## config.mk

```make
export PLATFORM = sky130hd
export DESIGN_NAME = rsbcm_queue
export DESIGN_NICKNAME = d
export VERILOG_FILES = /design/src/hw/rtl/rsbcm_pkg.sv /design/src/hw/rtl/rsbcm_queue.sv
export SDC_FILE = /design/constraint.sdc
export NUM_CORES = 1
export LEC_CHECK = 0
export ABC_AREA = 1
export BUFFER_PORTS_ARGS = -buffer_cell sky130_fd_sc_hd__buf_4
export CORE_ASPECT_RATIO = 0.5
export CORE_MARGIN = 2
export CORE_UTILIZATION = 59
export CTS_BUF_LIST = sky130_fd_sc_hd__clkbuf_4 sky130_fd_sc_hd__clkbuf_8
export CTS_CLUSTER_SIZE = 16
export DETAILED_ROUTE_END_ITERATION = 8
export PLACE_DENSITY = 0.81
export SETUP_SLACK_MARGIN = 0.05
export SLEW_MARGIN = 20
export SYNTH_ARGS = -nofsm -noshare
export SYNTH_HDL_FRONTEND = slang
export SYNTH_SLANG_ARGS = --single-unit
```

## constraint.sdc

```tcl
create_clock -name i_clk -period 1.9 [get_ports i_clk]
set_input_delay 0.38 -clock i_clk [delete_from_list [all_inputs] [get_ports i_clk]]
set_output_delay 0.38 -clock i_clk [all_outputs]
set_load 0.03 [all_outputs]
```

## src/hw/rtl/rsbcm_pkg.sv

```systemverilog
// Shared types and constants for the read-structure base-count matrix.
// Holds the queue entry type, the base decoder and the segment codes.
// No dependencies.
package rsbcm_pkg;

    localparam int NUM_REGS    = 8;
    localparam int CFG_IDX_W   = 4;
    localparam int CFG_DATA_W  = 10;
    localparam int SEG_IDX_W   = 4;
    localparam int SEG_SEL_W   = 3;
    localparam int SEG_LEN_W   = 8;
    localparam int SIZE_W      = 7;
    localparam int POS_W       = 6;
    localparam int QPOS_W      = 5;
    localparam int CODE_W      = 3;
    localparam int NUM_BASES   = 5;
    localparam int OUT_CNT_W   = 32;
    localparam int QUEUE_DEPTH = 4;
    localparam int QPTR_W      = 2;
    localparam int QCNT_W      = 3;

    localparam logic [1:0] SEG_BARCODE = 2'd0;
    localparam logic [1:0] SEG_UMI     = 2'd1;

    localparam logic [CODE_W-1:0] BASE_A = 3'd0;
    localparam logic [CODE_W-1:0] BASE_C = 3'd1;
    localparam logic [CODE_W-1:0] BASE_G = 3'd2;
    localparam logic [CODE_W-1:0] BASE_T = 3'd3;
    localparam logic [CODE_W-1:0] BASE_N = 3'd4;

    typedef struct packed {
        logic              ok;
        logic [CODE_W-1:0] code;
    } t_base;

    typedef struct packed {
        logic              is_query;
        logic              is_umi;
        logic [POS_W-1:0]  pos;
        logic [CODE_W-1:0] code;
        logic              pos_ok;
    } t_op;

    function automatic t_base decode_base(input logic [7:0] ch);
        t_base b;
        b.ok = 1'b1;
        unique case (ch) inside
            8'h41, 8'h61: b.code = BASE_A;
            8'h43, 8'h63: b.code = BASE_C;
            8'h47, 8'h67: b.code = BASE_G;
            8'h54, 8'h74: b.code = BASE_T;
            8'h4E, 8'h6E: b.code = BASE_N;
            default: begin
                b.ok   = 1'b0;
                b.code = BASE_A;
            end
        endcase
        return b;
    endfunction

endpackage

```

## src/hw/rtl/rsbcm_queue.sv

```systemverilog
// Short first-word-fall-through queue of operations between front and back.
// Ready depends on the fill count only.
// Depends on rsbcm_pkg.
module rsbcm_queue
    import rsbcm_pkg::*;
(
    input  logic i_clk,
    input  logic i_rst_n,
    input  logic i_push_valid,
    output logic o_push_ready,
    input  t_op  i_push_op,
    output logic o_pop_valid,
    input  logic i_pop_ready,
    output t_op  o_pop_op
);

    t_op               r_slot [QUEUE_DEPTH];
    logic [QPTR_W-1:0] r_wr_ptr, r_rd_ptr;
    logic [QCNT_W-1:0] r_count;
    logic              push, pop;

    assign o_push_ready = r_count < QCNT_W'(QUEUE_DEPTH);
    assign o_pop_valid  = r_count != '0;
    assign o_pop_op     = r_slot[r_rd_ptr];
    assign push         = i_push_valid && o_push_ready;
    assign pop          = o_pop_valid && i_pop_ready;

    always_ff @(posedge i_clk) begin
        if (push) begin
            r_slot[r_wr_ptr] <= i_push_op;
        end
    end

    always_ff @(posedge i_clk) begin
        if (!i_rst_n) begin
            r_wr_ptr <= '0;
            r_rd_ptr <= '0;
            r_count  <= '0;
        end else begin
            if (push) begin
                r_wr_ptr <= r_wr_ptr + 1'b1;
            end
            if (pop) begin
                r_rd_ptr <= r_rd_ptr + 1'b1;
            end
            case ({push, pop})
                2'b10:   r_count <= r_count + 1'b1;
                2'b01:   r_count <= r_count - 1'b1;
                default: r_count <= r_count;
            endcase
        end
    end

endmodule

```

# Yosys cells after proc, flatten, opt, wreduce, memory -nomap -nowiden
# Memory sizes are Yosys's and may differ from the RTL's. A register that Yosys moved wholly into a read port is not among the register bits.
# Index checks and enable logic that the tools add are counted.
# word_totals
mem_count,1
inputBits,16
ram_bits,48
out_inout_bits,14
register_bits,7
elab_cells,20
# classes
n_eq_ne,2
n_reduce_logical,4
magnitude_cmp,1
n_mux,5
n_addsub,4
# memory_table
name,words,word_bits,rd,rd_ports_with_merged_regs,write_ports,line,source
r_slot,4,12,1,1,1,rsbcm_queue.sv:17,t_op r_slot [QUEUE_DEPTH];
# ops
operator,n
3-bit one-hot mux with 2 select lines,1
2-bit by 1-bit adder with 2-bit output (second input constant),2
2-bit two-way mux,2
3-bit by 1-bit adder with 3-bit output (second input constant),1
3-bit < comparator (second input constant),1
3-bit nonzero test,1
3-bit by 1-bit subtractor with 3-bit output (second input constant),1
2-bit by 1-bit == test with 1-bit output (second input constant),1
2-bit == test (second input constant),1
1-bit logical AND,2
1-bit two-way mux,2
2-bit nonzero test,1

# Longest topological paths before layout
# Gate-level depths: netlist of the first run.
# logic_depth
depth_word,4
mapped_depth,13
mapped_depth_nobuf,13

# Worst setup path after synthesis of the first run
# Ideal clock, no wire load.
# synth_path
kind,flip-flop to flip-flop
from,register r_count[2]
to,register r_count[2]
n_path_buf,0
t_arrival_ns,1.737
required_time_ns,1.786
path_slack_ns,0.049
path_stages_with_launch,14
synth_period_minus_slack_ns,1.851
cell_sequence,dfxtp_1 > inv_1 > nand2_2 > nand2_1 > inv_1 > ha_1 > inv_1 > fa_1 > inv_1 > nand2_1 > nand3_1 > nand2_1 > nand2_1 > nor2_1
# synth_via
elab_chain_cells,4
word_cells_on_any_way,10
cone_classes,2 x add/sub; 1 x order compare; 2 x eq/ne; 1 x mux; 4 x reduce/logical
# synth_rtl
item,line,source
"start, declared",rsbcm_queue.sv:19,logic [QCNT_W-1:0] r_count;
"start signal, assigned",rsbcm_queue.sv:47,2'b10: r_count <= r_count + 1'b1;
"start signal, assigned",rsbcm_queue.sv:48,2'b01: r_count <= r_count - 1'b1;
"start signal, assigned",rsbcm_queue.sv:49,default: r_count <= r_count;
3-bit < comparator *,rsbcm_queue.sv:22,assign o_push_ready = r_count < QCNT_W'(QUEUE_DEPTH);
named net o_push_ready,rsbcm_queue.sv:10,"output logic o_push_ready,"
1-bit logical AND *,rsbcm_queue.sv:25,assign push = i_push_valid && o_push_ready;
2-bit by 1-bit == test with 1-bit output or 2-bit == test (tied branches),rsbcm_queue.sv:46,"case ({push, pop})"
3-bit one-hot mux with 2 select lines or 2-bit nonzero test (tied branches),n/a,
# Mark *: on every way through the listed nets, which the timed path passes. The rest lies on a longest branch.
# A chain may end at the register's enable or synchronous reset.

==> results.toml, run 1 <==
[run_status]
status = "completed"

[sta]
setup_viol = 0
finalCriticalPeriod_ns = 1.798
hold_violations = 0
fin_skew_ns = 0.005091
max_slew_margin_pct = 81.93
fin_setup_tns_ns = 0
finalMaxSlewViolations = 0
tightest_slew_ns = 0.2683
fmax_mhz = 556.2
period_share_pct = 94.63
timing.final.ws_setup_ns = 0.1020
rsz0062_at_grt = "yes"

[worst_setup_path]
crit_top_cell = "buf_4"
cp-end-kind = "primary output"
worstReg2RegStart = "r_count[1]$_SDFFE_PN0P_"
path_cells = "buf_4 -> o21ai_0 -> o22ai_1 -> buf_4"
arrival_ns = 1.42
cp_slowest_cell = "dfxtp_2"
crit_type = "register to primary output"
reg2reg_slack_ns = 0.27
start_kind = "register"
r2r_cells = 13
r2r_end = "r_count[2]$_SDFFE_PN0P_"
crit_path_max_fanout = 12
required_ns = 1.52
max_stage_delay_ns = 0.38

[synth]
ys_top_cells_by_area = "edfxtp_1 (64%), dfxtp_1 (8.0%), nor2_1 (5.7%)"
synth_top_area_share_pct = 64.00
synth.mux.area_fraction_pct = 0
synth_nets = 203
synth_xor_area_share_pct = 0
async_flop_share_pct = 0
synth_ff_type = "edfxtp_1"
ys_ff_latch = 57
avgSynthCellArea_um2 = 12.44
yosysSeqAreaShare_pct = 72.00
post_synth_fa_ha_maj_area_fraction_pct = 3.667
synth_area_um2 = 2252
synth_compound_area_share_pct = 10.67
yosysMostFrequentCell = "edfxtp_1"
synth_top_area_cell = "edfxtp_1"
synth_edf_count = 48
synth_top_family_by_area = "compound AO/OA/AOI/OAI gates"
synthCells = 181
synth.distinct_cells = 17
netlist_top_cells_count = "edfxtp_1 (48), nor2_1 (34), inv_1 (17)"
synthSimpleGateAreaFrac_pct = 8.556
ys_warn_count = 0

[cts]
tritoncts = "yes"
hold_buffers = 0
h-tree-depth = 3
numClockSinks = 57
clock_latency_ns = 0.32
cts_root_buf = "clkbuf_8"
clk_pin_slew_ns = 0.06
cts_max_path_buffers = 2
cts-buffers-inserted = 9
cts_setup_buffers = 0

[detailed_routing]
finalWirelength_um = 4321
first_iter_violations = 223
drt-wirelength-per-cell_um = 15.54
avgViaCountPerCell = 5.176
drtAntennaViolNets = 0
num_vias = 1439
dr.pass1.iters = 5
post-route-drc-count = 0

[min_path]
hp-class = "input pin to register"
min_from = "i_push_op[11]"
hold_path_end = "r_slot[3][11]$_DFFE_PP_"
hold_depth = 1

[power]
seqPwrFrac_pct = 40.0
p_leak_nw = 1.065
p_per_area_nw_per_um2 = 1457
p_int_w = 0.002705
clkPwrFrac_pct = 28.4
netSwitchingFraction_pct = 33.15
vdd_drop_max_mv = 0.9096
p_comb_share_pct = 31.6
power.switching_w = 0.001341

[placement]
portBuffers = 29
gp_congestion = 0.6928
placedCellCount = 262
hpwlAfterDp_um = 2604
dp_slack_ns = 0.1865

[final_layout]
syn_to_final_growth_pct = 23.28
multi_input_area_um2 = 523.0
n_fill_cell = 200
layout.cells.non_filler = 278
regArea_um2 = 1628
final_net_count = 245
drive_gt1_share_pct = 25.55
antenna_cells = 0

[floorplanning]
initial_core_util_pct = 63.49
die_w_um = 91.38
die_area_um2 = 4358
pin_count = 30
core_um2 = 3547
die_h_um = 47.69
row_count = 15

[global_route]
grt_use_total_pct = 22.87
grt_max_degree = 25
antenna_found_initial = 0
grt-ovfl-total = 0
grt_pass1_wl_um = 6893
grt_pass1_vias = 1419

[run]
max-cap-violations = 0
worst max path at each step:
stage,from,endpoint,slack [ns],depth (start not counted)
5_1_grt,register,o_pop_op[1],0.04,4
3_3_place_gp,i_push_valid,r_count[2]$_SDFFE_PN0P_,0.25,11
4_1_cts,register,o_pop_op[9],0.05,4
2_1_floorplan,r_count[2]$_SDFFE_PN0P_,r_count[2]$_SDFFE_PN0P_,0.1,13
6_report,register,o_pop_op[1],0.10,4
3_5_place_dp,r_count[0]$_SDFFE_PN0P_,r_count[2]$_SDFFE_PN0P_,0.19,13
stage by stage:
stage	total power [W]	hold slack [ns]	util [%]	area [µm²]
floorplan	0.002469	0.4435	-	2257
global placement	0.002823	0.4588	71.71	2544
detailed placement	0.002876	0.4869	71.71	2544
CTS	0.004057	0.2378	77.95	2765
global route	0.004249	0.2389	78.27	2776
finish	0.004046	0.2581	78.27	2776
power groups by stage:
stage	Combinational (W)	Clock (W)	Sequential (W)
after floorplan	0.000858	0	0.00161
after global placement	0.00121	0	0.00161
after detailed placement	0.00125	0	0.00162
after CTS	0.00128	0.00117	0.00161
after global routing	0.00139	0.00122	0.00163
final	0.00128	0.00115	0.00162
final cells by class:
| class | count | area share [%] |
|---|---|---|
| well taps | 51 | 2.298 |
| clock inverters | 5 | 2.569 |
| repair buffers | 36 | 10.00 |
| repair inverters | 1 | 0.2704 |
| clock buffers | 10 | 4.732 |
| inverters | 18 | 2.659 |
| flip-flops and latches | 57 | 58.63 |
| multi-input cells | 100 | 18.84 |
cell families after synthesis:
| kind of cell | after synthesis |
|---|---|
| AOI/OAI and AO/OA | 45 |
| buffers and inverters | 24 |
| adders and majority gates | 6 |
| and+or+nand+nor | 49 |
| DFF | 57 |
flip-flops by register name, indices dropped and copies added, names as in the netlist, named ones only:
name	flops
r_rd_ptr	2
r_count	3
r_slot	48
r_wr_ptr	2
critical path: cells and delay by family, from the launching register on:
kind / cells / cell delay [ns]
AOI/OAI and AO/OA: 2 / 0.33
buffers and inverters: 2 / 0.39
DFF: 1 / 0.38
layer usage:
metal  GRT usage (%)  vias to the layer above  part of all wire (%)
met4           8.182                        0                  0.44
met2           39.85                       56                    49
met3           8.819                        2                   6.9
li1                -                      725                     -
met1           27.65                      656                    44
met5               0                        -                     0
cells in the final DEF (no fill, tap or decap), types with 2 or more instances in the layout:
cell type | synthesis | final
buf_6 | 2 | 2
dfxtp_1 | 9 | 6
o22ai_1 | 12 | 12
a21oi_1 | 5 | 5
bufinv_16 | 0 | 2
clkinv_1 | 0 | 3
clkinvlp_4 | 0 | 2
nand3_1 | 3 | 3
ha_1 | 5 | 5
inv_1 | 17 | 15
edfxtp_1 | 48 | 48
nand2_1 | 10 | 10
o21ai_0 | 12 | 12
nor2_1 | 34 | 34
buf_4 | 2 | 34
clkbuf_8 | 0 | 9
o21ai_1 | 16 | 16
dfxtp_2 | 0 | 2
timing repair:
item,CTS,global route
endpoints found under the setup margin,4,7
gates resized for setup,5,6
gates cloned,1,0
Note: power is estimated with default switching activity, not from simulation.
==> run 2, diff against run 1 <==
--- a/config.mk
+++ b/config.mk
@@ -9,11 +9,10 @@
 export BUFFER_PORTS_ARGS = -buffer_cell sky130_fd_sc_hd__buf_4
 export CORE_ASPECT_RATIO = 0.5
 export CORE_MARGIN = 2
-export CORE_UTILIZATION = 59
+export CORE_UTILIZATION = 39
 export CTS_BUF_LIST = sky130_fd_sc_hd__clkbuf_4 sky130_fd_sc_hd__clkbuf_8
 export CTS_CLUSTER_SIZE = 16
 export DETAILED_ROUTE_END_ITERATION = 8
-export PLACE_DENSITY = 0.81
 export SETUP_SLACK_MARGIN = 0.05
 export SLEW_MARGIN = 20
 export SYNTH_ARGS = -nofsm -noshare
==> run 2 against run 1 <==
Net effect:
- non-clock buffer count stayed put
- worst setup slack better by 0.011 ns
- hold slack worse by 0.017 ns
- die area is 48% higher
- clock-buffer cell count is 1 lower
- critical path type unchanged
- largest cell class unchanged
==> results.toml, run 2 (synthesis results as in run 1) <==
[sta]
period_share_pct = 94.06
hold_violations = 0
holdWs_ns = 0.2409
rsz0062_at_grt = "yes"
fin_setup_tns_ns = 0
finalCriticalPeriod_ns = 1.787
fin_skew_ns = 0.006485
tightest_slew_ns = 0.2535
fmax_mhz = 559.5
max_slew_margin_pct = 83.10
finalMaxSlewViolations = 0
setup_viol = 0

[final_layout]
layout_commonest_cell = "edfxtp_1"
regMostFlops = "r_slot"
final_net_count = 245
layout_common_cells = "edfxtp_1 (48), nor2_1 (34), buf_4 (34)"
largest_reg_flops = 48
layout.cells.non_filler = 301
syn_to_final_growth_pct = 24.89
n_fill_cell = 514
drive_gt1_share_pct = 26.32
antenna_cells = 0
reg_top3 = "r_slot (48), r_count (3)"

[global_route]
grt_pass1_vias = 1357
grt_max_degree = 25
antenna_found_initial = 0
grt_pass1_wl_um = 6306
grt-ovfl-total = 0
grt_use_total_pct = 13.61

[detailed_routing]
drt-wirelength-per-cell_um = 13.53
post-route-drc-count = 0
first_iter_violations = 52
num_vias = 1432
finalWirelength_um = 4073
dr.pass1.iters = 4
avgViaCountPerCell = 4.757
drtAntennaViolNets = 0

[power]
p_int_w = 0.002696
clkPwrFrac_pct = 29.0
p_comb_share_pct = 31.2
p_total_w = 0.004048
netSwitchingFraction_pct = 33.40
power.switching_w = 0.001352
p_leak_nw = 1.066
seqPwrFrac_pct = 39.8
p_per_area_nw_per_um2 = 1439
vdd_drop_max_mv = 0.9031

[placement]
gp_congestion = 0.6765
portBuffers = 29
hpwlAfterDp_um = 2465
placedCellCount = 284

[worst_setup_path]
start_kind = "register"
crit_family = "buffers and inverters"
required_ns = 1.52
arrival_ns = 1.41
cp-end-kind = "primary output"
crit_buf_inv = 2
worstReg2RegStart = "r_count[1]$_SDFFE_PN0P_"
path_cells = "buf_4 -> o21ai_0 -> o22ai_1 -> buf_4"
cp_slowest_cell = "dfxtp_2"
crit_top_cell = "buf_4"
crit_type = "register to primary output"
reg2reg_slack_ns = 0.22
crit_path_max_fanout = 12
r2r_cells = 13
r2r_end = "r_count[2]$_SDFFE_PN0P_"
cp-endpoint = "o_pop_op[2]"
crit_cells = 4
max_stage_delay_ns = 0.38

[cts]
numClockSinks = 57
tritoncts = "yes"
clock_latency_ns = 0.33
clk_pin_slew_ns = 0.06
h-tree-depth = 3
cts_root_buf = "clkbuf_8"
cts-buffers-inserted = 9
cts_max_path_buffers = 2
hold_buffers = 0

[floorplanning]
die_w_um = 111.5
die_h_um = 57.74
row_count = 19
pin_count = 30
initial_core_util_pct = 40.83
core_um2 = 5515
die_area_um2 = 6436

[run_status]
status = "completed"

[min_path]
hp-class = "input pin to register"

[run]
max-cap-violations = 0
==> run 2: cell count changes in the layout (fill, tap and decap cells not counted), sizes merged <==
cell / previous run / this run
clkbuf: 10 / 9
clkinv: 3 / 5
==> run 2: stage by stage <==
| step | utilization, % | worst slack (ns) | area [µm²] |
|---|---|---|---|
| after detailed placement | 46.62 | 0.1655 | 2571 |
| after floorplan | - | 0.09691 | 2257 |
| after CTS | 50.52 | 0.04359 | 2786 |
| after global routing | 51.00 | 0.04276 | 2813 |
| final | 51.00 | 0.1128 | 2813 |
| after global placement | 46.62 | 0.2360 | 2571 |
==> run 2: how the worst min path moves through the flow <==
stage / startpoint / cells past startpoint / endpoint / slack (ns)
after global placement: r_count[0]$_SDFFE_PN0P_ / 1 / r_count[0]$_SDFFE_PN0P_ / 0.46
after detailed placement: r_count[0]$_SDFFE_PN0P_ / 1 / r_count[0]$_SDFFE_PN0P_ / 0.47
after floorplan: r_count[0]$_SDFFE_PN0P_ / 1 / r_count[0]$_SDFFE_PN0P_ / 0.44
after CTS: i_push_op[8] / 1 / r_slot[0][8]$_DFFE_PP_ / 0.22
final: i_push_op[8] / 1 / r_slot[0][8]$_DFFE_PP_ / 0.24
after global routing: i_push_op[8] / 1 / r_slot[2][8]$_DFFE_PP_ / 0.22
==> run 2: final cells by class <==
cell class | instances | area [µm²] | area share (%)
flip-flops and latches | 57 | 1628 | 57.87
clock inverters | 7 | 85.08 | 3.025
well taps | 73 | 91.34 | 3.247
inverters | 18 | 73.82 | 2.625
repair inverters | 1 | 7.507 | 0.2669
clock buffers | 9 | 123.9 | 4.404
multi-input cells | 100 | 525.5 | 18.68
repair buffers | 36 | 277.8 | 9.875
==> run 2: worst reg2reg max path: stages, from the launching register on <==
cell and delay (ns):
dfxtp_1 0.35, nor2_1 0.08, nand2_4 0.07, nand2_1 0.06
inv_1 0.08, ha_2 0.18, inv_1 0.07, fa_2 0.34
inv_1 0.06, nand2_1 0.05, nand3_1 0.09, nand2_1 0.05
nand2_1 0.05, nor2_1 0.03
==> run 2: routing by layer <==
| layer | share of wire (%) | global-route usage, % | wire length, µm | vias to the layer above |
|---|---|---|---|---|
| li1 | - | - | - | 720 |
| met1 | 46 | 15.17 | 1865 | 680 |
| met2 | 47 | 21.95 | 1895 | 26 |
| met3 | 6.0 | 7.741 | 244 | 6 |
| met4 | 1.7 | 5.820 | 68 | 0 |
| met5 | 0 | 0 | 0 | - |
==> run 2: power by group through the flow <==
stage,Sequential (W),Combinational (W),Clock (W)
floorplan,0.00161,0.000858,0
detailed placement,0.00162,0.00125,0
finish,0.00161,0.00126,0.00117
global route,0.00163,0.00139,0.00126
global placement,0.00162,0.00124,0
CTS,0.00160,0.00126,0.00120
==> run 2: repair_timing <==
item / 4_1_cts / 5_1_grt
cloned: 0 / 1
gates resized for setup: 2 / 10
pin swaps: 0 / 0
setup endpoints to repair: 8 / 11
buffers inserted: 0 / 0
==> run 3, diff against run 2 <==
--- a/config.mk
+++ b/config.mk
@@ -13,6 +13,7 @@
 export CTS_BUF_LIST = sky130_fd_sc_hd__clkbuf_4 sky130_fd_sc_hd__clkbuf_8
 export CTS_CLUSTER_SIZE = 16
 export DETAILED_ROUTE_END_ITERATION = 8
+export REMOVE_ABC_BUFFERS = 1
 export SETUP_SLACK_MARGIN = 0.05
 export SLEW_MARGIN = 20
 export SYNTH_ARGS = -nofsm -noshare
==> run 3 against run 2 <==
Net effect:
- design area about the same
- clock-buffer cell count increased by 1
- sequential power about the same
- first-iteration DRC count shrank 9.6%
- routed wire length down 3.7%
- critical endpoint is now o_pop_op[7]
==> results.toml, run 3 (synthesis results as in run 1) <==
[power]
vdd_drop_max_mv = 0.7494
p_leak_nw = 1.084
p_per_area_nw_per_um2 = 1441

[global_route]
use_met2_pct = 22.21
grt_use_total_pct = 13.63
grt_max_degree = 25
grt_pass1_vias = 1364
grt-ovfl-total = 0
gr-usage-met3_pct = 6.485
antenna_found_initial = 0
grtUsageMet1_pct = 16.08
grt_pass1_wl_um = 6396
grt_most_used_layer = "met2"

[cts]
h-tree-depth = 3
cts-buffers-inserted = 9
numClockSinks = 57
cts_max_path_buffers = 2
clock_latency_ns = 0.33
clk_pin_slew_ns = 0.07
cts_root_buf = "clkbuf_8"
tritoncts = "yes"

[placement]
hpwlAfterDp_um = 2589
gp_congestion = 0.7270
portBuffers = 29
dp_slack_ns = 0.1663

[detailed_routing]
avgViaCountPerCell = 4.710
drt-wirelength-per-cell_um = 12.95
num_vias = 1427
post-route-drc-count = 0
finalWirelength_um = 3923
drtAntennaViolNets = 0
first_iter_violations = 47
dr.pass1.iters = 4

[floorplanning]
core_um2 = 5515
die_h_um = 57.74
row_count = 19
initial_core_util_pct = 40.83
die_w_um = 111.5
pin_count = 30
die_area_um2 = 6436

[final_layout]
largest_reg_flops = 48
layout_commonest_cell = "edfxtp_1"
final_net_count = 247
drive_gt1_share_pct = 26.96
n_fill_cell = 506
regArea_um2 = 1627
layout_common_cells = "edfxtp_1 (48), buf_4 (38), nor2_1 (34)"
syn_to_final_growth_pct = 24.94
antenna_cells = 0
reg_top3 = "r_slot (48), r_count (3)"
regMostFlops = "r_slot"
multi_input_area_um2 = 515.5

[sta]
max_slew_margin_pct = 83.38
finalCriticalPeriod_ns = 1.743
fin_setup_tns_ns = 0
tightest_slew_ns = 0.2493
fin_skew_ns = 0.007356
finalMaxSlewViolations = 0
hold_violations = 0
setup_viol = 0
period_share_pct = 91.74
timing.final.ws_setup_ns = 0.1569
rsz0062_at_grt = "yes"
fmax_mhz = 573.7

[worst_setup_path]
crit_type = "register to primary output"
cp-end-kind = "primary output"
start_kind = "register"
crit_path_max_fanout = 12
arrival_ns = 1.36
required_ns = 1.52

[min_path]
hp-class = "input pin to register"

[run]
max-cap-violations = 0

[run_status]
status = "completed"
## run 3: changes by cell type in the layout (fill, tap and decap cells not counted), sizes merged
| cell | change |
|---|---|
| clkbuf | +1 |
| inv | +1 |
| clkinvlp | -1 |
| buf | +3 |
| clkinv | -2 |
## run 3: final cells by class
cell class                      count  share of cell area [%]
Sequential cell                    57                   57.80
Multi-Input combinational cell    100                   18.32
Timing Repair Buffer               39                   10.54
Clock buffer                       10                   4.669
Tap cell                           73                   3.246
Clock inverter                      6                   2.935
Inverter                           18                   2.490
## run 3: layer usage
| layer | routed length [µm] | vias to the layer above |
|---|---|---|
| li1 | - | 725 |
| met1 | 1759 | 662 |
| met2 | 1903 | 31 |
| met3 | 199 | 9 |
| met4 | 60 | 0 |
| met5 | 0 | - |
## run 3: path summary, 6_finish.rpt
kind / start / to / slack, ns / cells past startpoint
worst max-delay path: register / o_pop_op[7] / 0.16 / 4
worst min-delay path: i_push_op[5] / r_slot[3][5]$_DFFE_PP_ / 0.25 / 1
worst max register to register: r_count[2]$_SDFFE_PN0P_ / r_count[2]$_SDFFE_PN0P_ / 0.18 / 13
worst min register to register: r_count[0]$_SDFFE_PN0P_ / r_count[0]$_SDFFE_PN0P_ / 0.45 / 1
## run 3: metrics by stage
stage	power [W]	hold slack, ns	instance area (µm²)	instances	utilization, %
after floorplan	0.002399	0.4435	2205	175	-
after global placement	0.002852	0.4608	2589	287	46.94
after detailed placement	0.002881	0.4708	2589	287	46.94
after CTS	0.004094	0.2252	2805	303	50.86
after global routing	0.004293	0.2290	2814	303	51.02
final	0.004056	0.2456	2814	303	51.02
## run 3: critical path, cell delays in order, from the launching register on
cell	delay, ns
dfxtp_2	0.38
buf_4	0.20
o21ai_1	0.08
o22ai_1	0.18
buf_4	0.19
## run 3: where the power goes
part / internal (W) / total (W) / switching [W]
combinational: 0.000438 / 0.00125 / 0.000814
sequential: 0.00154 / 0.00161 / 0.0000686
clock: 0.000745 / 0.00120 / 0.000453
total: 0.00272 / 0.00406 / 0.00134
## run 3: timing repair
action / in CTS / in global routing
hold buffers: 0 / 0
gates resized for setup: 1 / 5
setup buffers: 0 / 0
setup endpoints to repair: 8 / 12
