--- config.mk ---
export PLATFORM = sky130hd
export DESIGN_NAME = rsbcm_front
export DESIGN_NICKNAME = d
export VERILOG_FILES = /design/src/hw/rtl/rsbcm_pkg.sv /design/src/hw/rtl/rsbcm_front.sv
export SDC_FILE = /design/constraint.sdc
export NUM_CORES = 1
export LEC_CHECK = 0
export BUFFER_PORTS_ARGS = -buffer_cell sky130_fd_sc_hd__buf_2
export CORE_ASPECT_RATIO = 1.5
export CORE_MARGIN = 10
export CORE_UTILIZATION = 30
export DETAILED_ROUTE_END_ITERATION = 6
export GPL_TIMING_DRIVEN = 0
export SYNTH_ARGS = -nofsm -noshare
export SYNTH_HDL_FRONTEND = slang
export SYNTH_SLANG_ARGS = --single-unit
--- constraint.sdc ---
create_clock -name i_clk -period 12.9 [get_ports i_clk]
set_input_delay 0.645 -clock i_clk [delete_from_list [all_inputs] [get_ports i_clk]]
set_output_delay 0.645 -clock i_clk [all_outputs]
set_load 0.01 [all_outputs]
--- src/hw/rtl/rsbcm_pkg.sv ---
// Shared types and constants for the read-structure base-count matrix.
// Holds the queue entry type, the base decoder and the segment codes.
// No dependencies.
package rsbcm_pkg;

    localparam int NUM_REGS    = 8;
    localparam int CFG_IDX_W   = 4;
    localparam int CFG_DATA_W  = 10;
    localparam int SEG_IDX_W   = 4;
    localparam int SEG_SEL_W   = 3;
    localparam int SEG_LEN_W   = 8;
    localparam int SIZE_W      = 7;
    localparam int POS_W       = 6;
    localparam int QPOS_W      = 5;
    localparam int CODE_W      = 3;
    localparam int NUM_BASES   = 5;
    localparam int OUT_CNT_W   = 32;
    localparam int QUEUE_DEPTH = 4;
    localparam int QPTR_W      = 2;
    localparam int QCNT_W      = 3;

    localparam logic [1:0] SEG_BARCODE = 2'd0;
    localparam logic [1:0] SEG_UMI     = 2'd1;

    localparam logic [CODE_W-1:0] BASE_A = 3'd0;
    localparam logic [CODE_W-1:0] BASE_C = 3'd1;
    localparam logic [CODE_W-1:0] BASE_G = 3'd2;
    localparam logic [CODE_W-1:0] BASE_T = 3'd3;
    localparam logic [CODE_W-1:0] BASE_N = 3'd4;

    typedef struct packed {
        logic              ok;
        logic [CODE_W-1:0] code;
    } t_base;

    typedef struct packed {
        logic              is_query;
        logic              is_umi;
        logic [POS_W-1:0]  pos;
        logic [CODE_W-1:0] code;
        logic              pos_ok;
    } t_op;

    function automatic t_base decode_base(input logic [7:0] ch);
        t_base b;
        b.ok = 1'b1;
        unique case (ch) inside
            8'h41, 8'h61: b.code = BASE_A;
            8'h43, 8'h63: b.code = BASE_C;
            8'h47, 8'h67: b.code = BASE_G;
            8'h54, 8'h74: b.code = BASE_T;
            8'h4E, 8'h6E: b.code = BASE_N;
            default: begin
                b.ok   = 1'b0;
                b.code = BASE_A;
            end
        endcase
        return b;
    endfunction

endpackage

--- src/hw/rtl/rsbcm_front.sv ---
// Front end: holds the segment registers, walks the read structure and
// turns each accepted query into a count query and each accepted valid base at a
// counted position into a counter update. Depends on rsbcm_pkg.
module rsbcm_front
    import rsbcm_pkg::*;
#(
    parameter int MAX_BARCODE_LEN = 32,
    parameter int MAX_UMI_LEN     = 16,
    parameter int NUM_SEGMENTS    = 8
) (
    input  logic                  i_clk,
    input  logic                  i_rst_n,
    input  logic                  i_cfg_valid,
    input  logic [CFG_IDX_W-1:0]  i_cfg_index,
    input  logic [CFG_DATA_W-1:0] i_cfg_data,
    input  logic                  i_valid,
    output logic                  o_ready,
    input  logic                  i_req_type,
    input  logic [7:0]            i_base_char,
    input  logic                  i_end_of_read,
    input  logic                  i_matrix_select,
    input  logic [QPOS_W-1:0]     i_query_position,
    output logic                  o_op_valid,
    input  logic                  i_op_ready,
    output t_op                   o_op
);

    localparam int BC_POS_W  = $clog2(MAX_BARCODE_LEN + 1);
    localparam int UMI_POS_W = $clog2(MAX_UMI_LEN + 1);
    localparam int SUM_W     = SEG_LEN_W + 3;

    logic [CFG_DATA_W-1:0] r_seg [NUM_REGS];
    logic [SIZE_W-1:0]     r_bc_size, r_umi_size;
    logic [SIZE_W-1:0]     n_bc_size, n_umi_size;
    logic [SEG_IDX_W-1:0]  r_seg_idx, n_seg_idx;
    logic [SEG_LEN_W-1:0]  r_off, n_off;
    logic [BC_POS_W-1:0]   r_bc_pos, n_bc_pos;
    logic [UMI_POS_W-1:0]  r_umi_pos, n_umi_pos;

    logic [SUM_W-1:0]      sum_bc, sum_umi;
    logic                  seg_found;
    logic [SEG_SEL_W-1:0]  seg_sel;
    logic [SEG_LEN_W-1:0]  eff_off;
    logic [SEG_LEN_W:0]    off_inc;
    logic [1:0]            sel_type;
    logic                  accept;
    logic                  bump;
    t_base                 base;
    t_op                   op;

    // The matrix sizes follow the segment registers including a write in
    // this cycle, so a query right after a write sees the new sizes.
    always_comb begin
        logic [CFG_DATA_W-1:0] seg_w;
        sum_bc  = '0;
        sum_umi = '0;
        for (int k = 0; k < NUM_SEGMENTS; k++) begin
            seg_w = (i_cfg_valid && i_cfg_index == CFG_IDX_W'(k)) ? i_cfg_data : r_seg[k];
            if (seg_w[9:8] == SEG_BARCODE) begin
                sum_bc = sum_bc + SUM_W'(seg_w[SEG_LEN_W-1:0]);
            end
            if (seg_w[9:8] == SEG_UMI) begin
                sum_umi = sum_umi + SUM_W'(seg_w[SEG_LEN_W-1:0]);
            end
        end
        n_bc_size  = (sum_bc >= SUM_W'(MAX_BARCODE_LEN)) ? SIZE_W'(MAX_BARCODE_LEN)
                                                         : SIZE_W'(sum_bc);
        n_umi_size = (sum_umi >= SUM_W'(MAX_UMI_LEN)) ? SIZE_W'(MAX_UMI_LEN)
                                                      : SIZE_W'(sum_umi);
    end

    always_comb begin
        seg_found = 1'b0;
        seg_sel   = '0;
        for (int k = 0; k < NUM_SEGMENTS; k++) begin
            if (!seg_found && SEG_IDX_W'(k) >= r_seg_idx) begin
                if (SEG_IDX_W'(k) == r_seg_idx) begin
                    if (r_off < r_seg[k][SEG_LEN_W-1:0]) begin
                        seg_found = 1'b1;
                        seg_sel   = SEG_SEL_W'(k);
                    end
                end else if (r_seg[k][SEG_LEN_W-1:0] != '0) begin
                    seg_found = 1'b1;
                    seg_sel   = SEG_SEL_W'(k);
                end
            end
        end
        eff_off  = ({1'b0, seg_sel} == r_seg_idx) ? r_off : '0;
        off_inc  = {1'b0, eff_off} + 1'b1;
        sel_type = r_seg[seg_sel][9:8];
    end

    assign base   = decode_base(i_base_char);
    assign accept = i_valid && o_ready;

    always_comb begin
        n_seg_idx = r_seg_idx;
        n_off     = r_off;
        n_bc_pos  = r_bc_pos;
        n_umi_pos = r_umi_pos;
        bump      = 1'b0;
        op        = '0;
        if (i_req_type) begin
            op.is_query = 1'b1;
            op.is_umi   = i_matrix_select;
            op.pos      = POS_W'(i_query_position);
            op.pos_ok   = i_matrix_select
                        ? (SIZE_W'(i_query_position) < r_umi_size)
                        : (SIZE_W'(i_query_position) < r_bc_size);
        end else begin
            op.code = base.code;
            if (seg_found) begin
                if (sel_type == SEG_BARCODE && r_bc_pos < BC_POS_W'(MAX_BARCODE_LEN)) begin
                    bump     = base.ok;
                    op.pos   = POS_W'(r_bc_pos);
                    n_bc_pos = r_bc_pos + 1'b1;
                end else if (sel_type == SEG_UMI &&
                             r_umi_pos < UMI_POS_W'(MAX_UMI_LEN)) begin
                    bump      = base.ok;
                    op.is_umi = 1'b1;
                    op.pos    = POS_W'(r_umi_pos);
                    n_umi_pos = r_umi_pos + 1'b1;
                end
                if (off_inc >= {1'b0, r_seg[seg_sel][SEG_LEN_W-1:0]}) begin
                    n_seg_idx = {1'b0, seg_sel} + 1'b1;
                    n_off     = '0;
                end else begin
                    n_seg_idx = {1'b0, seg_sel};
                    n_off     = off_inc[SEG_LEN_W-1:0];
                end
            end else begin
                n_seg_idx = SEG_IDX_W'(NUM_SEGMENTS);
                n_off     = '0;
            end
            if (i_end_of_read) begin
                n_seg_idx = '0;
                n_off     = '0;
                n_bc_pos  = '0;
                n_umi_pos = '0;
            end
        end
    end

    assign o_ready    = i_op_ready;
    assign o_op_valid = i_valid && (i_req_type || bump);
    assign o_op       = op;

    always_ff @(posedge i_clk) begin
        if (!i_rst_n) begin
            for (int k = 0; k < NUM_REGS; k++) begin
                r_seg[k] <= '0;
            end
            r_bc_size  <= '0;
            r_umi_size <= '0;
            r_seg_idx  <= '0;
            r_off      <= '0;
            r_bc_pos   <= '0;
            r_umi_pos  <= '0;
        end else begin
            if (i_cfg_valid && i_cfg_index < CFG_IDX_W'(NUM_REGS)) begin
                r_seg[i_cfg_index[SEG_SEL_W-1:0]] <= i_cfg_data;
            end
            r_bc_size  <= n_bc_size;
            r_umi_size <= n_umi_size;
            if (accept && !i_req_type) begin
                r_seg_idx <= n_seg_idx;
                r_off     <= n_off;
                r_bc_pos  <= n_bc_pos;
                r_umi_pos <= n_umi_pos;
            end
        end
    end

endmodule

# ---- Word-level counts from Yosys, hierarchy flattened
# Memory sizes are Yosys's and may differ from the RTL's.
# Index checks and enable logic that the tools add are counted.
# W data, S select, Z words.
dict set report op_classes {
  shift 0
  n_addsub 18
  n_mul 0
  eq_ne 35
  reduce_logical 63
  n_bitwise 2
  div 0
  muxes 122
  n_lt_le_gt_ge 24
}
# operator count
set op_table {}
lappend op_table {{$add A11 B8 Y11} 14}
lappend op_table {{$mux W11} 14}
lappend op_table {{$mux W10} 9}
lappend op_table {{$mux W3} 28}
lappend op_table {{$eq A8 B7 Y1 const B} 10}
lappend op_table {{$lt A8 B8 Y1} 8}
lappend op_table {{$reduce_bool A8 Y1} 8}
lappend op_table {{$mux W1} 48}
lappend op_table {{$mux W8} 6}
lappend op_table {{$mux W6} 5}
lappend op_table {{$mux W5} 5}
lappend op_table {{$logic_and A1 B1 Y1} 21}
lappend op_table {{$mux W7} 3}
lappend op_table {{$reduce_or A10 Y1} 2}
lappend op_table {{$eq A2 B1 Y1 const B} 9}
lappend op_table {{$logic_not A2 Y1} 9}
lappend op_table {{$eq A3 B4 Y1 const A} 4}
lappend op_table {{$eq A4 B3 Y1 const B} 4}
lappend op_table {{$ge A3 B4 Y1 const A} 4}
lappend op_table {{$lt A5 B7 Y1} 2}
lappend op_table {{$mux W4} 3}
lappend op_table {{$pmux W3 S4} 1}
lappend op_table {{$reduce_or A2 Y1} 6}
lappend op_table {{$ge A11 B5 Y1 const B} 1}
lappend op_table {{25 further kinds} 40}
dict set report totals {
  memories 1
  reg_bits 37
  latchBits 0
  out_inout_bits 14
  in_bits 35
  rom_bits 0
  ram_bits 80
  elab_cells 273
}
# memory words width rd rd_ports_with_merged_regs wr line
set mem_list {}
lappend mem_list {r_seg 8 10 9 0 8 rsbcm_front.sv:32} ;# logic [CFG_DATA_W-1:0] r_seg [NUM_REGS];

# ---- Depth between registers and ports, before layout
# Gate-level depths: netlist of run 1.
# An unclocked memory read counts as a cell.
dict set report logic_depth {
  depth_word 35
  ltp_mapped 53
  ltp_nobuf 50
}

# ---- Worst setup path after synthesis of run 1
# OpenSTA, ideal clock, no wires.
dict set report synth_timing {
  path_kind {input port to flip-flop}
  start {input i_cfg_index[2]}
  end {register r_bc_size[2]}
  t_arrival_ps 10118
  setup_time_ps 79
  path_stages 52
  path_slack_ps 2703
  path_cell_list {buf_6 -> or3b_1 -> buf_6 -> nor2_1 -> clkbuf_1 -> o21ai_0 -> ha_1 -> fa_1 -> inv_1 -> a311oi_1 -> nor2_1 -> nor4b_1 -> or3b_2 -> ha_1 -> o21a_1 -> o31a_1 -> a21oi_1 -> mux2_2 -> [16 not listed] -> nand2_1 -> o21ai_0 -> ha_1 -> nor2_1 -> nand2_1 -> a21oi_1 -> a21o_1 -> o21ai_0 -> ha_1 -> nand2_1 -> o21ai_0 -> xnor2_1 -> nand4_1 -> o41ai_1 -> nand3_1 -> a2111o_1 -> mux2_2 -> a211oi_2}
}
dict set report synth_via {
  elab_chain_len 21
}
# item line
set synth_lines {}
lappend synth_lines {{start, declared} rsbcm_front.sv:14} ;# input logic [CFG_IDX_W-1:0] i_cfg_index,
lappend synth_lines {{$logic_not A4 Y1} rsbcm_front.sv:58} ;# seg_w = (i_cfg_valid && i_cfg_index == CFG_IDX_W'(k)) ? i_cfg_data : r_seg[k];
lappend synth_lines {{$logic_and A1 B1 Y1} rsbcm_front.sv:58}
lappend synth_lines {{$mux W10} rsbcm_front.sv:58}
lappend synth_lines {{$logic_not A2 Y1} rsbcm_front.sv:59} ;# if (seg_w[9:8] == SEG_BARCODE) begin
lappend synth_lines {{$mux W8} rsbcm_front.sv:59}
lappend synth_lines {{$add A11 B8 Y11} rsbcm_front.sv:60} ;# sum_bc = sum_bc + SUM_W'(seg_w[SEG_LEN_W-1:0]);
lappend synth_lines {{$mux W11} rsbcm_front.sv:59}
lappend synth_lines {{$add A11 B8 Y11} rsbcm_front.sv:60}
lappend synth_lines {{[5 not listed]} -}
lappend synth_lines {{$add A11 B8 Y11} rsbcm_front.sv:60}
lappend synth_lines {{$mux W11} rsbcm_front.sv:59}
lappend synth_lines {{$add A11 B8 Y11} rsbcm_front.sv:60}
lappend synth_lines {{$mux W11} rsbcm_front.sv:59}
lappend synth_lines {{$add A11 B8 Y11} rsbcm_front.sv:60}
lappend synth_lines {{$mux W11 *} rsbcm_front.sv:59}
lappend synth_lines {{$ge A11 B6 Y1} rsbcm_front.sv:66} ;# n_bc_size = (sum_bc >= SUM_W'(MAX_BARCODE_LEN)) ? SIZE_W'(MAX_BARCODE_LEN)
lappend synth_lines {{$reduce_or A2 Y1 (no line)} -}
lappend synth_lines {{end signal, assigned} rsbcm_front.sv:163} ;# r_bc_size <= n_bc_size;
lappend synth_lines {{end, declared} rsbcm_front.sv:33} ;# logic [SIZE_W-1:0] r_bc_size, r_umi_size;
# Mark *: on every way between the ends. The rest lies on a longest branch, timed or not.
# A chain may end at the register's enable or synchronous reset.

# ---- Worst setup path after layout of run 1
dict set report layout_timing {
  start {input i_cfg_index[0]}
  end {register r_umi_size[3]}
}
dict set report layout_via {
  elab_chain_len 21
}
# item line
set layout_lines {}
lappend layout_lines {{$logic_not A4 Y1} rsbcm_front.sv:58}
lappend layout_lines {{$logic_and A1 B1 Y1} rsbcm_front.sv:58}
lappend layout_lines {{$mux W10} rsbcm_front.sv:58}
lappend layout_lines {{$eq A2 B1 Y1} rsbcm_front.sv:62} ;# if (seg_w[9:8] == SEG_UMI) begin
lappend layout_lines {{$mux W8} rsbcm_front.sv:62}
lappend layout_lines {{$add A11 B8 Y11} rsbcm_front.sv:63} ;# sum_umi = sum_umi + SUM_W'(seg_w[SEG_LEN_W-1:0]);
lappend layout_lines {{$mux W11} rsbcm_front.sv:62}
lappend layout_lines {{$add A11 B8 Y11} rsbcm_front.sv:63}
lappend layout_lines {{[5 not listed]} -}
lappend layout_lines {{$add A11 B8 Y11} rsbcm_front.sv:63}
lappend layout_lines {{$mux W11} rsbcm_front.sv:62}
lappend layout_lines {{$add A11 B8 Y11} rsbcm_front.sv:63}
lappend layout_lines {{$mux W11} rsbcm_front.sv:62}
lappend layout_lines {{$add A11 B8 Y11} rsbcm_front.sv:63}
lappend layout_lines {{$mux W11 *} rsbcm_front.sv:62}
lappend layout_lines {{$ge A11 B5 Y1} rsbcm_front.sv:68} ;# n_umi_size = (sum_umi >= SUM_W'(MAX_UMI_LEN)) ? SIZE_W'(MAX_UMI_LEN)
lappend layout_lines {{$reduce_or A2 Y1 (no line)} -}
lappend layout_lines {{end signal, assigned} rsbcm_front.sv:164} ;# r_umi_size <= n_umi_size;
lappend layout_lines {{end, declared} rsbcm_front.sv:33}
# Marked as above.

==> results, run 1 <==
- The total cell area at the placement stage is 17100 um2.
- The number of maximum-capacitance violations is 0.
- The library cell with the highest instance count after synthesis is sky130_fd_sc_hd__nand2_1.
- The share of the Yosys chip area taken by registers is 19.6%.
- The ratio of cells with drive above 1 in the final layout is 9.31%.
- The starting density of the core is 30.3%.
- The remaining antenna violation count after routing is 0.
- The CTS sink count is 117.
- The floorplan step defined a core boundary enclosing 52800 um2.
- The number of max-slew violations in the final report is 0.
- Buffers inserted to repair hold after CTS numbered 0.
- In this run the power density over the cells is 113 nW/um2.
- The kind of start point of the critical path is an input pin.
- The floorplan die height is 303 um.
- The cell that appears most often on the critical path is sky130_fd_sc_hd__ha_1.
- The part of the cycle the worst path needs is 91.7%.
- STA classifies the critical path endpoint as a flop.
- Summing all non-filler instances in the final layout gives an area of 17700 um2.
- The largest buffer count on any clock path is 2.
- The cell sitting at the root of the clock tree is a sky130_fd_sc_hd__clkbuf_16.
- The shortest period the worst path allows is 11.83 ns.
- For this design the top-level I/O count stands at 49.
- The number of antenna violations at the first check in global routing came to 1.
- The largest fanout of any net on the critical path is 10.
- Setup repair after global routing left no endpoint under its margin.
- The clock arrives with 0.0157 ns of skew.
- In this run, the clock network consumes 24.5% of the power.
- The first-pass iteration count of the detailed router is 7.
- In this run the tool buffered the top-level ports with 44 buffer cells.
- The relative area change from synthesis to final layout is 10.7%.
- The insertion delay of the later-clocked pin in the worst-skew pair is 0.44 ns.
- For the worst setup path, the data arrival time is 12.15 ns.
- The routed via count divided by cell count is 5.89.
- The post-synthesis instance area is 16000 um2.
- Headroom to the max-slew limit came out at 11.3%.
- The Yosys warning count is 0.
- The worst-path cell with the longest stage delay is sky130_fd_sc_hd__o311ai_0.
- The placed wire-length estimate after detailed placement is 54700 um.
- Sorting the synthesized cells by area gives the leading types as sky130_fd_sc_hd__edfxtp_1, sky130_fd_sc_hd__ha_1, sky130_fd_sc_hd__nand2_1.
- In the synthesized netlist, the number of instances is 2068.
- The post-synthesis register bit count is 117.
- Of the post-synthesis cell area, the dominant cell type holds 15.0%.
- Derived from the worst setup path, the maximum achievable clock frequency is 84.5 MHz.
- The first-pass GRT wire length is 97900 um.
- The combined global-route utilization of all metal layers is 20.2%.
- The switching part of the total is 42.3%.
- The static power due to leakage is 7.71 nW.
- The maximum number of pins on one net before global-route repair is 17.
- The most used flip-flop cell after synthesis is sky130_fd_sc_hd__edfxtp_1.
- TritonCTS built the clock tree.
- The number of global-route vias before repair came to 16300.
- The number of gates resized after cts is 0.
- The count of standard-cell rows is 103.
- The final weighted congestion in routability-driven placement is 0.999.
- The biggest area consumer among synthesized cells is sky130_fd_sc_hd__edfxtp_1.
- Setup violations remaining at the end of the flow were counted as 0.
- The part of the total power dissipated in combinational logic is 53.1%.
- The average detailed-routed wire length per instance is 23.4 um.
- The overall via count from detail_route is 16700.
- The class of the most critical setup path is in2reg.
- Counting distinct cell types in the post-synthesis netlist gives 100.
- By count the netlist is led by sky130_fd_sc_hd__nand2_1, sky130_fd_sc_hd__nor2_1, sky130_fd_sc_hd__ha_1.
- The type of the most critical hold path is reg2reg.
- The run finished with clean final reports.
- The internal power of the cells totals 1.15 mW.
- The width of the die is 209 um.
- The share of flip-flops with an asynchronous set or reset after synthesis is 0%.
- After clock tree synthesis, the clock-pin slew on the worst setup and hold paths is 0.06 ns.
- Across the VDD grid, the largest voltage drop is 0.0927 mV.
- The layout filler cell count is 5680.
- Overall power consumption after layout is estimated at 2.00 mW.
- The maximum level of the CTS H-tree is 4.
- The share of total power dissipated in sequential elements is 22.4%.
- The largest single stage delay on the critical path is 1.14 ns.
- The aggregate routed wire length is 66300 um.
- Buffers added to address setup during post-CTS repair amount to 0.
- Averaged over all synthesized cells, the footprint is 7.75 um2.
- The number of nets at the end of the flow is 2370.
- The first routing iteration left 1158 violations.
- Clock tree synthesis inserted a total of 17 buffers.
- In the final timing run, aggregate negative setup slack is 0 ns.
- The switching component of the power is 0.846 mW.
- Global routing finished with a remaining overflow of 0.
- The number of antenna diodes in the final layout is 0.
- The total count of hold-check failures in the final report was 0.
- The area of the die is 63300 um2.
- The number of enable-type register cells in the synthesized netlist is 80.
- The count of unresolved DRC violations after routing is 0.
- The critical path data required time is 13.22 ns.
- The worst-margin pin slew is 1.31 ns.
## state kept, by name, indices dropped and copies added (netlist names)
register,cells
r_umi_pos,5
r_bc_pos,6
r_seg_idx,4
r_seg,80
r_bc_size,7
r_off,8
r_umi_size,7
## path summary, 6_finish.rpt
path | start | to | slack, ns | cells after the start
worst max-delay path | i_cfg_index[0] | r_umi_size[3] | 1.07 | 43
worst max register to register | r_seg[0][8] | r_umi_size[3] | 1.88 | 42
worst min register to register | r_bc_pos[5] | r_bc_pos[5] | 0.51 | 2
worst min-delay path | r_bc_pos[5] | r_bc_pos[5] | 0.51 | 2
## area by class of cell
cell class                 count  area [um2]  share of cell area (%)
clock buffer                  22         539                    3.04
buffer                        85         353                    1.99
multi-input combinational   1751       12100                    68.2
timing repair buffer          45         228                    1.28
clock inverter                10        76.3                   0.430
sequential                   117        3140                    17.7
tap                          682         853                    4.81
inverter                     118         443                    2.50
## per-stage QoR
| stage | instances | setup slack (ns) | utilization [%] | hold WS, ns |
|---|---|---|---|---|
| floorplan | 2071 | 2.70 | - | 0.459 |
| global placement | 2797 | 0.884 | 32.4 | 0.487 |
| detailed placement | 2798 | 0.790 | 32.4 | 0.491 |
| CTS | 2830 | 1.21 | 33.6 | 0.506 |
| global route | 2830 | 0.399 | 33.6 | 0.548 |
| finish | 2830 | 1.07 | 33.6 | 0.514 |
## logic make-up after synthesis
family	share of synthesized area (%)
compound gates	25.2
mux	4.80
xor+xnor	4.57
fa+ha+maj	16.3
buf+inv	4.97
other cells	0.0234
simple gates	24.6
flops	19.6
## critical path, delay by kind of cell
kind	cells	cell delay, ns
buffers and inverters	6	1.39
adders and majority gates	6	1.88
AOI/OAI and AO/OA	14	3.78
and+or+nand+nor	13	3.62
muxes	1	0.29
xor gates and xnor gates	3	0.53
## metal layers
layer | global-route usage, % | wire [um]
met5 | 0 | 0
met4 | 15.6 | 5460
met3 | 1.81 | 2980
met2 | 37.9 | 34300
met1 | 20.2 | 23600
## power by group through the flow
stage / Sequential (mW) / Clock, mW / Combinational, mW
after floorplan: 0.440 / 0 / 0.793
after global placement: 0.454 / 0 / 1.01
after detailed placement: 0.454 / 0 / 1.04
after CTS: 0.446 / 0.491 / 1.05
after global routing: 0.449 / 0.506 / 1.17
final: 0.448 / 0.490 / 1.06
## layout by cell type, fill, tap and decap left out, drive strengths merged, types with 32 or more instances in the layout
| master | n |
|---|---|
| nand2 | 235 |
| nor2 | 189 |
| ha | 186 |
| o21ai | 151 |
| inv | 121 |
| a21oi | 117 |
| clkbuf | 93 |
| edfxtp | 80 |
| and3 | 65 |
| a21o | 63 |
| buf | 59 |
| mux2 | 53 |
| nor3 | 49 |
| nand3 | 48 |
| xnor2 | 45 |
| dfxtp | 37 |
| xor2 | 36 |
| nand2b | 33 |
| o21a | 32 |
(Power assumes the default switching activity.)
==> run 2: changes to the inputs <==
- clock period: 12.9 -> 10.6 ns (I/O delays scaled with it)
==> run 2 against run 1 <==
The flow now finishes with violations (design-rule violations). Clock skew barely moved. Critical path depth rose by 3. Via count rose by 0.36%. Hold slack got worse by 0.032 ns. Setup slack got worse by 0.64 ns. Sequential power rose by 22%. Sequential share of layout area fell by 0.37 points. Final cell count rose by 0.35%. Critical endpoint is now r_bc_size[2]. First-iteration DRC count rose by 4.2%.
==> results, run 2 (same netlist as run 1, synthesis figures left out) <==
- The run finished, with violations left.
- The checks that failed: design-rule violations.
- The combined global-route utilization of all metal layers was 20.2% (+0.033 points).
- The longest individual stage delay on the worst path is 0.71 ns (-0.43 ns).
- The worst setup path is of the in2reg kind.
- The layout filler cell count is 5665 (-0.26%).
- The number of buffers inserted during clock tree synthesis is 17 (unchanged).
- The number of antenna violations at the first check in global routing is 1 (unchanged).
- The remaining antenna violation count after routing is 0 (unchanged).
- The maximum number of pins on one net before global-route repair was 17 (unchanged).
- The timing-limited maximum frequency is 98.3 MHz.
- The floorplan die height is 303 um (unchanged).
- The number of nets at the end of the flow is 2380 (+0.42%).
- The placed wire-length estimate after detailed placement was 54700 um (unchanged).
- The sum of buffers and inverters on the critical path was 3 (-3).
- The total count of hold-check failures in the final report was 0 (unchanged).
- The count of unresolved DRC violations after routing came to 2 (+2).
- The worst-margin pin slew is 1.30 ns (-0.0181 ns).
- The total power is 2.49 mW (+24%).
- The violation count after the first detailed-route iteration is 1207 (+4.2%).
- The cell family with the largest share of critical-path delay is compound AO/OA/AOI/OAI gates.
- The first-pass iteration count of the detailed router is 7 (unchanged).
- The multi-input gate area in the final layout is 12400 um2 (+2.3%).
- The maximum level of the CTS H-tree is 4 (unchanged).
- The number of max-slew violations in the final report came to 0 (unchanged).
- The count of standard-cell rows is 103 (unchanged).
- The largest registers in the layout are r_seg (80), r_off (8).
- The ratio of cells with drive above 1 in the final layout is 12.1% (+2.8 points).
- The area of the die was 63300 um2 (unchanged).
- The routed design could run at a clock period as short as 10.17 ns.
- The final weighted congestion in routability-driven placement is 0.999 (unchanged).
- The overall via count from detail_route is 16700 (+0.36%).
- The static power due to leakage is 7.83 nW (+1.5%).
- The aggregate routed wire length is 66500 um (+0.38%).
- The register name with the most flops is r_seg.
- The number of stages on the worst hold path is 2 (unchanged).
- The number of global-route vias before repair is 16300 (+0.20%).
- The number of endpoints failing setup at the final stage came to 0 (unchanged).
- The clock tree skew after final layout was 0.0156 ns (-0.0000861 ns).
- The largest fanout of any net on the critical path came to 10 (unchanged).
- The tightest slew margin relative to the limit is 12.5% (+1.2 points).
- The total core area is 52800 um2 (unchanged).
- The starting density of the core was 30.3% (unchanged).
- The quantity of I/O buffers inserted on ports is 44 (unchanged).
- The cell depth of the worst setup path is 46 (+7.0%).
- The total overflow reported by the global router is 0 (unchanged).
- The flip-flop count of the largest register, all copies and words added was 80 (unchanged).
- The first-pass GRT wire length was 98100 um (+0.18%).
- The clock transition at the registers of the reported paths is 0.06 ns (about the same).
- The power density over the cells was 137 nW/um2 (+22%).
- The endpoint class of the critical path is a flop.
- The worst hold slack came to 0.482 ns (-0.0323 ns).
- The number of maximum-capacitance violations was 0 (unchanged).
- The CTS sink count is 117 (unchanged).
- The insertion delay of the later-clocked pin in the worst-skew pair is 0.43 ns (about the same).
- The critical path data required time came to 10.95 ns (-2.27 ns).
- In this run the worst hold path is classified as in2reg.
- The number of ports placed on the die boundary came to 49 (unchanged).
- TritonCTS built the clock tree.
- The width of the die is 209 um (unchanged).
- The final design utilization is 34.3% (+0.72 points).
- The routed via count divided by cell count is 5.89 (about the same).
- Leaving out fill and tap cells, the most frequent cell in the layout is sky130_fd_sc_hd__nand2_1.
- The peak supply drop is 0.111 mV (+20%).
- Leaving out fill and tap cells, the most frequent cells in the layout are sky130_fd_sc_hd__nand2_1, sky130_fd_sc_hd__nor2_1, sky130_fd_sc_hd__ha_1, sky130_fd_sc_hd__o21ai_0.
- The kind of start point of the critical path is an input pin.
- The antenna cell count came to 0 (unchanged).
- The part of the cycle the worst path needs is 96.0%.
- The flip-flop and latch area is 3140 um2 (unchanged).
- The cell depth of the worst flop-to-flop path is 44 (+4.8%).
- The data arrival time of the critical path came to 10.52 ns (-1.63 ns).
- The largest buffer count on any clock path is 2 (unchanged).
- The relative area change from synthesis to final layout is 13.0%.
- The number of hold-repair buffers added at the cts stage came to 0 (unchanged).
- The clock tree root buffer cell is sky130_fd_sc_hd__clkbuf_16.
- The most common cell type on the critical path is sky130_fd_sc_hd__ha_1.
- The final setup TNS came to 0 ns (unchanged).
- The average detailed-routed wire length per instance is 23.4 um (about the same).
- The worst-path cell with the longest stage delay is sky130_fd_sc_hd__or4b_2.
==> run 2: cell types whose count changed in the layout (fill, tap and decap cells not counted), sizes merged <==
| cell | delta |
|---|---|
| buf | +11 |
| clkbuf | -1 |
==> run 2: repair_timing <==
item,in CTS,in global routing
pin swaps,2,8
resized for setup,24,58
setup endpoints to repair,11,11
setup buffers,2,9
==> run 2: per-layer routing <==
layer / up-vias / GRT usage [%] / wire length (um)
li1: 7798 / - / -
met1: 8015 / 20.2 / 23600
met2: 680 / 38.0 / 34500
met3: 246 / 1.79 / 3000
met4: 0 / 15.6 / 5440
met5: - / 0 / 0
==> run 2: path summary, 6_finish.rpt <==
kind / start / to / slack, ns
min: i_cfg_index[2] / r_seg[2][2] / 0.48
min reg2reg: r_bc_pos[5] / r_bc_pos[5] / 0.51
max: i_cfg_index[3] / r_bc_size[2] / 0.43
max reg2reg: r_seg[0][8] / r_bc_size[2] / 0.53
==> run 2: power by group <==
group	internal, mW	switching [mW]
Clock	0.364	0.230
Sequential	0.515	0.0305
Combinational	0.559	0.788
Total	1.44	1.05
==> run 2: cell type report <==
type	count	share of cell area, %
clock buffer	22	2.98
tap	682	4.71
buffer	84	2.00
sequential	117	17.4
timing repair buffer	56	1.73
multi-input combinational	1751	68.4
inverter	118	2.45
clock inverter	10	0.421
==> run 2: metrics by stage <==
stage / std cells / cell area, um2 / worst slack (ns)
2_1_floorplan: 2071 / 16000 / 0.518
3_3_place_gp: 2797 / 17100 / -1.30
3_5_place_dp: 2798 / 17100 / -1.40
4_1_cts: 2831 / 17800 / 0.0213
5_1_grt: 2840 / 18100 / -0.0171
6_report: 2840 / 18100 / 0.426
==> run 3: changes to the inputs <==
- CELL_PAD_IN_SITES_DETAIL_PLACEMENT: default -> 1
- CELL_PAD_IN_SITES_GLOBAL_PLACEMENT: default -> 1
- PLACE_DENSITY_LB_ADDON: default -> 0.1
==> run 3 against run 2 <==
The flow now finishes without violations. Total power up 4.0%. Wire length up 11%. Die area unchanged. Final cell count grew 0.18%. Hold slack improved by 0.026 ns. Largest cell class unchanged.
==> results, run 3 (same netlist as run 1, synthesis figures left out) <==
- The maximum level of the CTS H-tree is 4 (unchanged).
- The tightest slew margin relative to the limit was 23.2% (+11 points).
- The least setup slack across all paths after layout came to 0.404 ns (-0.0222 ns).
- The number of max-slew violations in the final report was 0 (unchanged).
- The static power due to leakage is 7.88 nW (+0.63%).
- The endpoint identified for the worst register-to-register timing path is r_bc_size[5].
- The worst hold slack is 0.508 ns (+0.0262 ns).
- The type of the most critical hold path is in2reg.
- The worst-margin pin slew is 1.15 ns (-0.144 ns).
- The class of the most critical setup path is in2reg.
- The part of the total power dissipated in combinational logic is 53.9% (-0.3 points).
- The flip-flop and latch area came to 3140 um2 (unchanged).
- The total internal power is 1.49 mW (+3.5%).
- The antenna cell count is 0 (unchanged).
- The area of the die is 63300 um2 (unchanged).
- The timing-limited maximum frequency is 98.1 MHz (-0.22%).
- The total overflow reported by the global router came to 0 (unchanged).
- The count of standard-cell rows is 103 (unchanged).
- The final non-filler cell area was 18300 um2 (+1.3%).
- The count of unresolved DRC violations after routing is 0 (-2).
- The start point of the worst hold path is i_cfg_index[2].
- The final design utilization is 34.7% (+0.44 points).
- The peak supply drop is 0.118 mV (+6.0%).
- The maximum number of pins on one net before global-route repair was 17 (unchanged).
- The start of the worst register-to-register path is r_seg[0][8].
- The critical path data required time was 10.84 ns (-0.11 ns).
- The ratio of cells with drive above 1 in the final layout is 13.0% (+0.90 points).
- The tree is rooted in a sky130_fd_sc_hd__clkbuf_16.
- The power density over the cells is 141 nW/um2 (+2.7%).
- The setup slack on the worst flop-to-flop path is 0.51 ns (-0.02 ns).
- The number of antenna violations at the first check in global routing is 0 (-1).
- The flip-flop count of the largest register, all copies and words added is 80 (unchanged).
- The starting density of the core is 30.3% (unchanged).
- The first-pass iteration count of the detailed router is 6 (-1).
- The number of nets at the end of the flow is 2385 (+0.21%).
- The combined global-route utilization of all metal layers is 22.7% (+2.5 points).
- The most numerous cell type found on the critical path is sky130_fd_sc_hd__ha_1.
- The placed wire-length estimate after detailed placement was 62100 um (+14%).
- The width of the die is 209 um (unchanged).
- The most critical setup path has its startpoint at i_cfg_data[3].
- The shortest period the worst path allows is 10.20 ns (+0.0222 ns).
- The number of maximum-capacitance violations came to 0 (unchanged).
- In the layout the commonest cells are sky130_fd_sc_hd__nand2_1, sky130_fd_sc_hd__nor2_1, sky130_fd_sc_hd__ha_1, sky130_fd_sc_hd__o21ai_0.
- The register name with the most flops is r_seg.
- The switching part of the total was 42.4% (+0.27 points).
- TritonCTS built the clock tree.
- The final weighted congestion in routability-driven placement is 0.926 (-7.3%).
- The endpoint class of the critical path is a flop.
- The clock tree skew after final layout is 0.0153 ns (-0.000298 ns).
- The share of power burned in registers came to 21.1% (-0.8 points).
- The switching component of the power came to 1.10 mW (+4.7%).
- The average detailed-routed wire length per instance is 25.9 um (+11%).
- The aggregate routed wire length is 73800 um (+11%).
- The violation count after the first detailed-route iteration is 767 (-36%).
- The relative area change from synthesis to final layout is 14.5%.
- The kind of start point of the critical path is an input pin.
- The largest buffer count on any clock path came to 2 (unchanged).
- The number of global-route vias before repair is 17300 (+5.6%).
- The quantity of I/O buffers inserted on ports is 44 (unchanged).
- The routed via count divided by cell count is 5.79 (-1.8%).
- The largest fanout of any net on the critical path is 10 (unchanged).
- The multi-input gate area in the final layout came to 12500 um2 (+1.2%).
- Leaving out fill and tap cells, the most frequent cell in the layout is sky130_fd_sc_hd__nand2_1.
- The longest individual stage delay on the worst path is 0.74 ns (+0.03 ns).
- The total core area was 52800 um2 (unchanged).
- The clock transition at the registers of the reported paths was 0.06 ns (about the same).
- The total cell area at the placement stage was 17100 um2 (about the same).
- The number of endpoints failing setup at the final stage is 0 (unchanged).
- The number of ports placed on the die boundary was 49 (unchanged).
- The number of buffers inserted during clock tree synthesis is 17 (unchanged).
- The overall via count from detail_route was 16500 (-1.6%).
- The floorplan die height is 303 um (unchanged).
- The post-placement cell count is 2798 (unchanged).
- The total count of hold-check failures in the final report is 0 (unchanged).
- The run finished with clean final reports.
- The layout filler cell count is 6409 (+13%).
- The remaining antenna violation count after routing is 0 (unchanged).
- The first-pass GRT wire length is 109000 um (+11%).
- The cell depth of the worst flop-to-flop path is 45 (+2.3%).
- The sink of the worst hold path is r_seg[2][2].
- The number of stages on the worst hold path came to 2 (unchanged).
- The CTS sink count came to 117 (unchanged).
- The part of the cycle the worst path needs came to 96.2% (+0.21 points).
- The largest registers in the layout are r_seg (80), r_off (8).
- The insertion delay of the later-clocked pin in the worst-skew pair was 0.44 ns (about the same).
- The non-filler instance count after layout is 2845 (+0.18%).
- The largest individual stage delay along the critical path comes from the cell sky130_fd_sc_hd__clkbuf_1.
- The part of the total power dissipated in the clock network is 25.0% (+1.1 points).
- The worst slack after detailed placement came to -1.80 ns (-0.408 ns).
- The data arrival time of the critical path is 10.44 ns (-0.08 ns).
[run 3: critical path, delay by kind of cell]
family	cells	cell delay (ns)
AOI/OAI and AO/OA	22	3.78
adders and majority gates	7	2.29
and+or+nand+nor	10	2.19
buffers and inverters	5	1.35
xor gates and xnor gates	1	0.31
[run 3: layer usage]
layer	vias to the layer above	part of all wire, %	GRT usage [%]
met5	-	0	0
met4	0	4.7	11.5
met3	119	2.1	1.48
met2	294	54	44.3
met1	8249	39	23.9
li1	7805	-	-
[run 3: area by class of cell]
cell class                 instances  share of cell area (%)
multi-input combinational       1751                    68.3
sequential                       117                    17.1
tap                              682                    4.65
clock buffer                      22                    2.82
inverter                         118                    2.41
timing repair buffer              63                    1.99
buffer                            82                    1.98
clock inverter                    10                   0.689
[run 3: power by group through the flow]
stage          registers, mW  clock network [mW]  logic, mW
5_1_grt                0.547               0.668       1.55
2_1_floorplan          0.535                   0      0.966
4_1_cts                0.544               0.652       1.34
6_report               0.545               0.648       1.39
3_3_place_gp           0.553                   0       1.27
3_5_place_dp           0.554                   0       1.31
[run 3: metrics by stage]
step / TNS [ns] / power [mW]
4_1_cts: 0 / 2.53
3_3_place_gp: -15.84 / 1.82
6_report: 0 / 2.59
3_5_place_dp: -16.98 / 1.86
2_1_floorplan: 0 / 1.50
5_1_grt: -0.0824 / 2.76
[run 3: worst max-delay path by stage]
stage	to	slack, ns
5_1_grt	r_bc_size[5]	-0.04
6_report	r_bc_size[5]	0.40
3_5_place_dp	r_umi_size[3]	-1.80
3_3_place_gp	r_umi_size[3]	-1.59
2_1_floorplan	r_bc_size[2]	0.52
4_1_cts	r_bc_size[0]	0.01
[run 3: timing repair]
| item | CTS | global route |
|---|---|---|
| setup buffers | 4 | 14 |
| resized for setup | 43 | 73 |
| endpoints found under the setup margin | 11 | 11 |
| hold buffers | 0 | 0 |
| pin swaps | 3 | 16 |
| gates cloned | 0 | 0 |
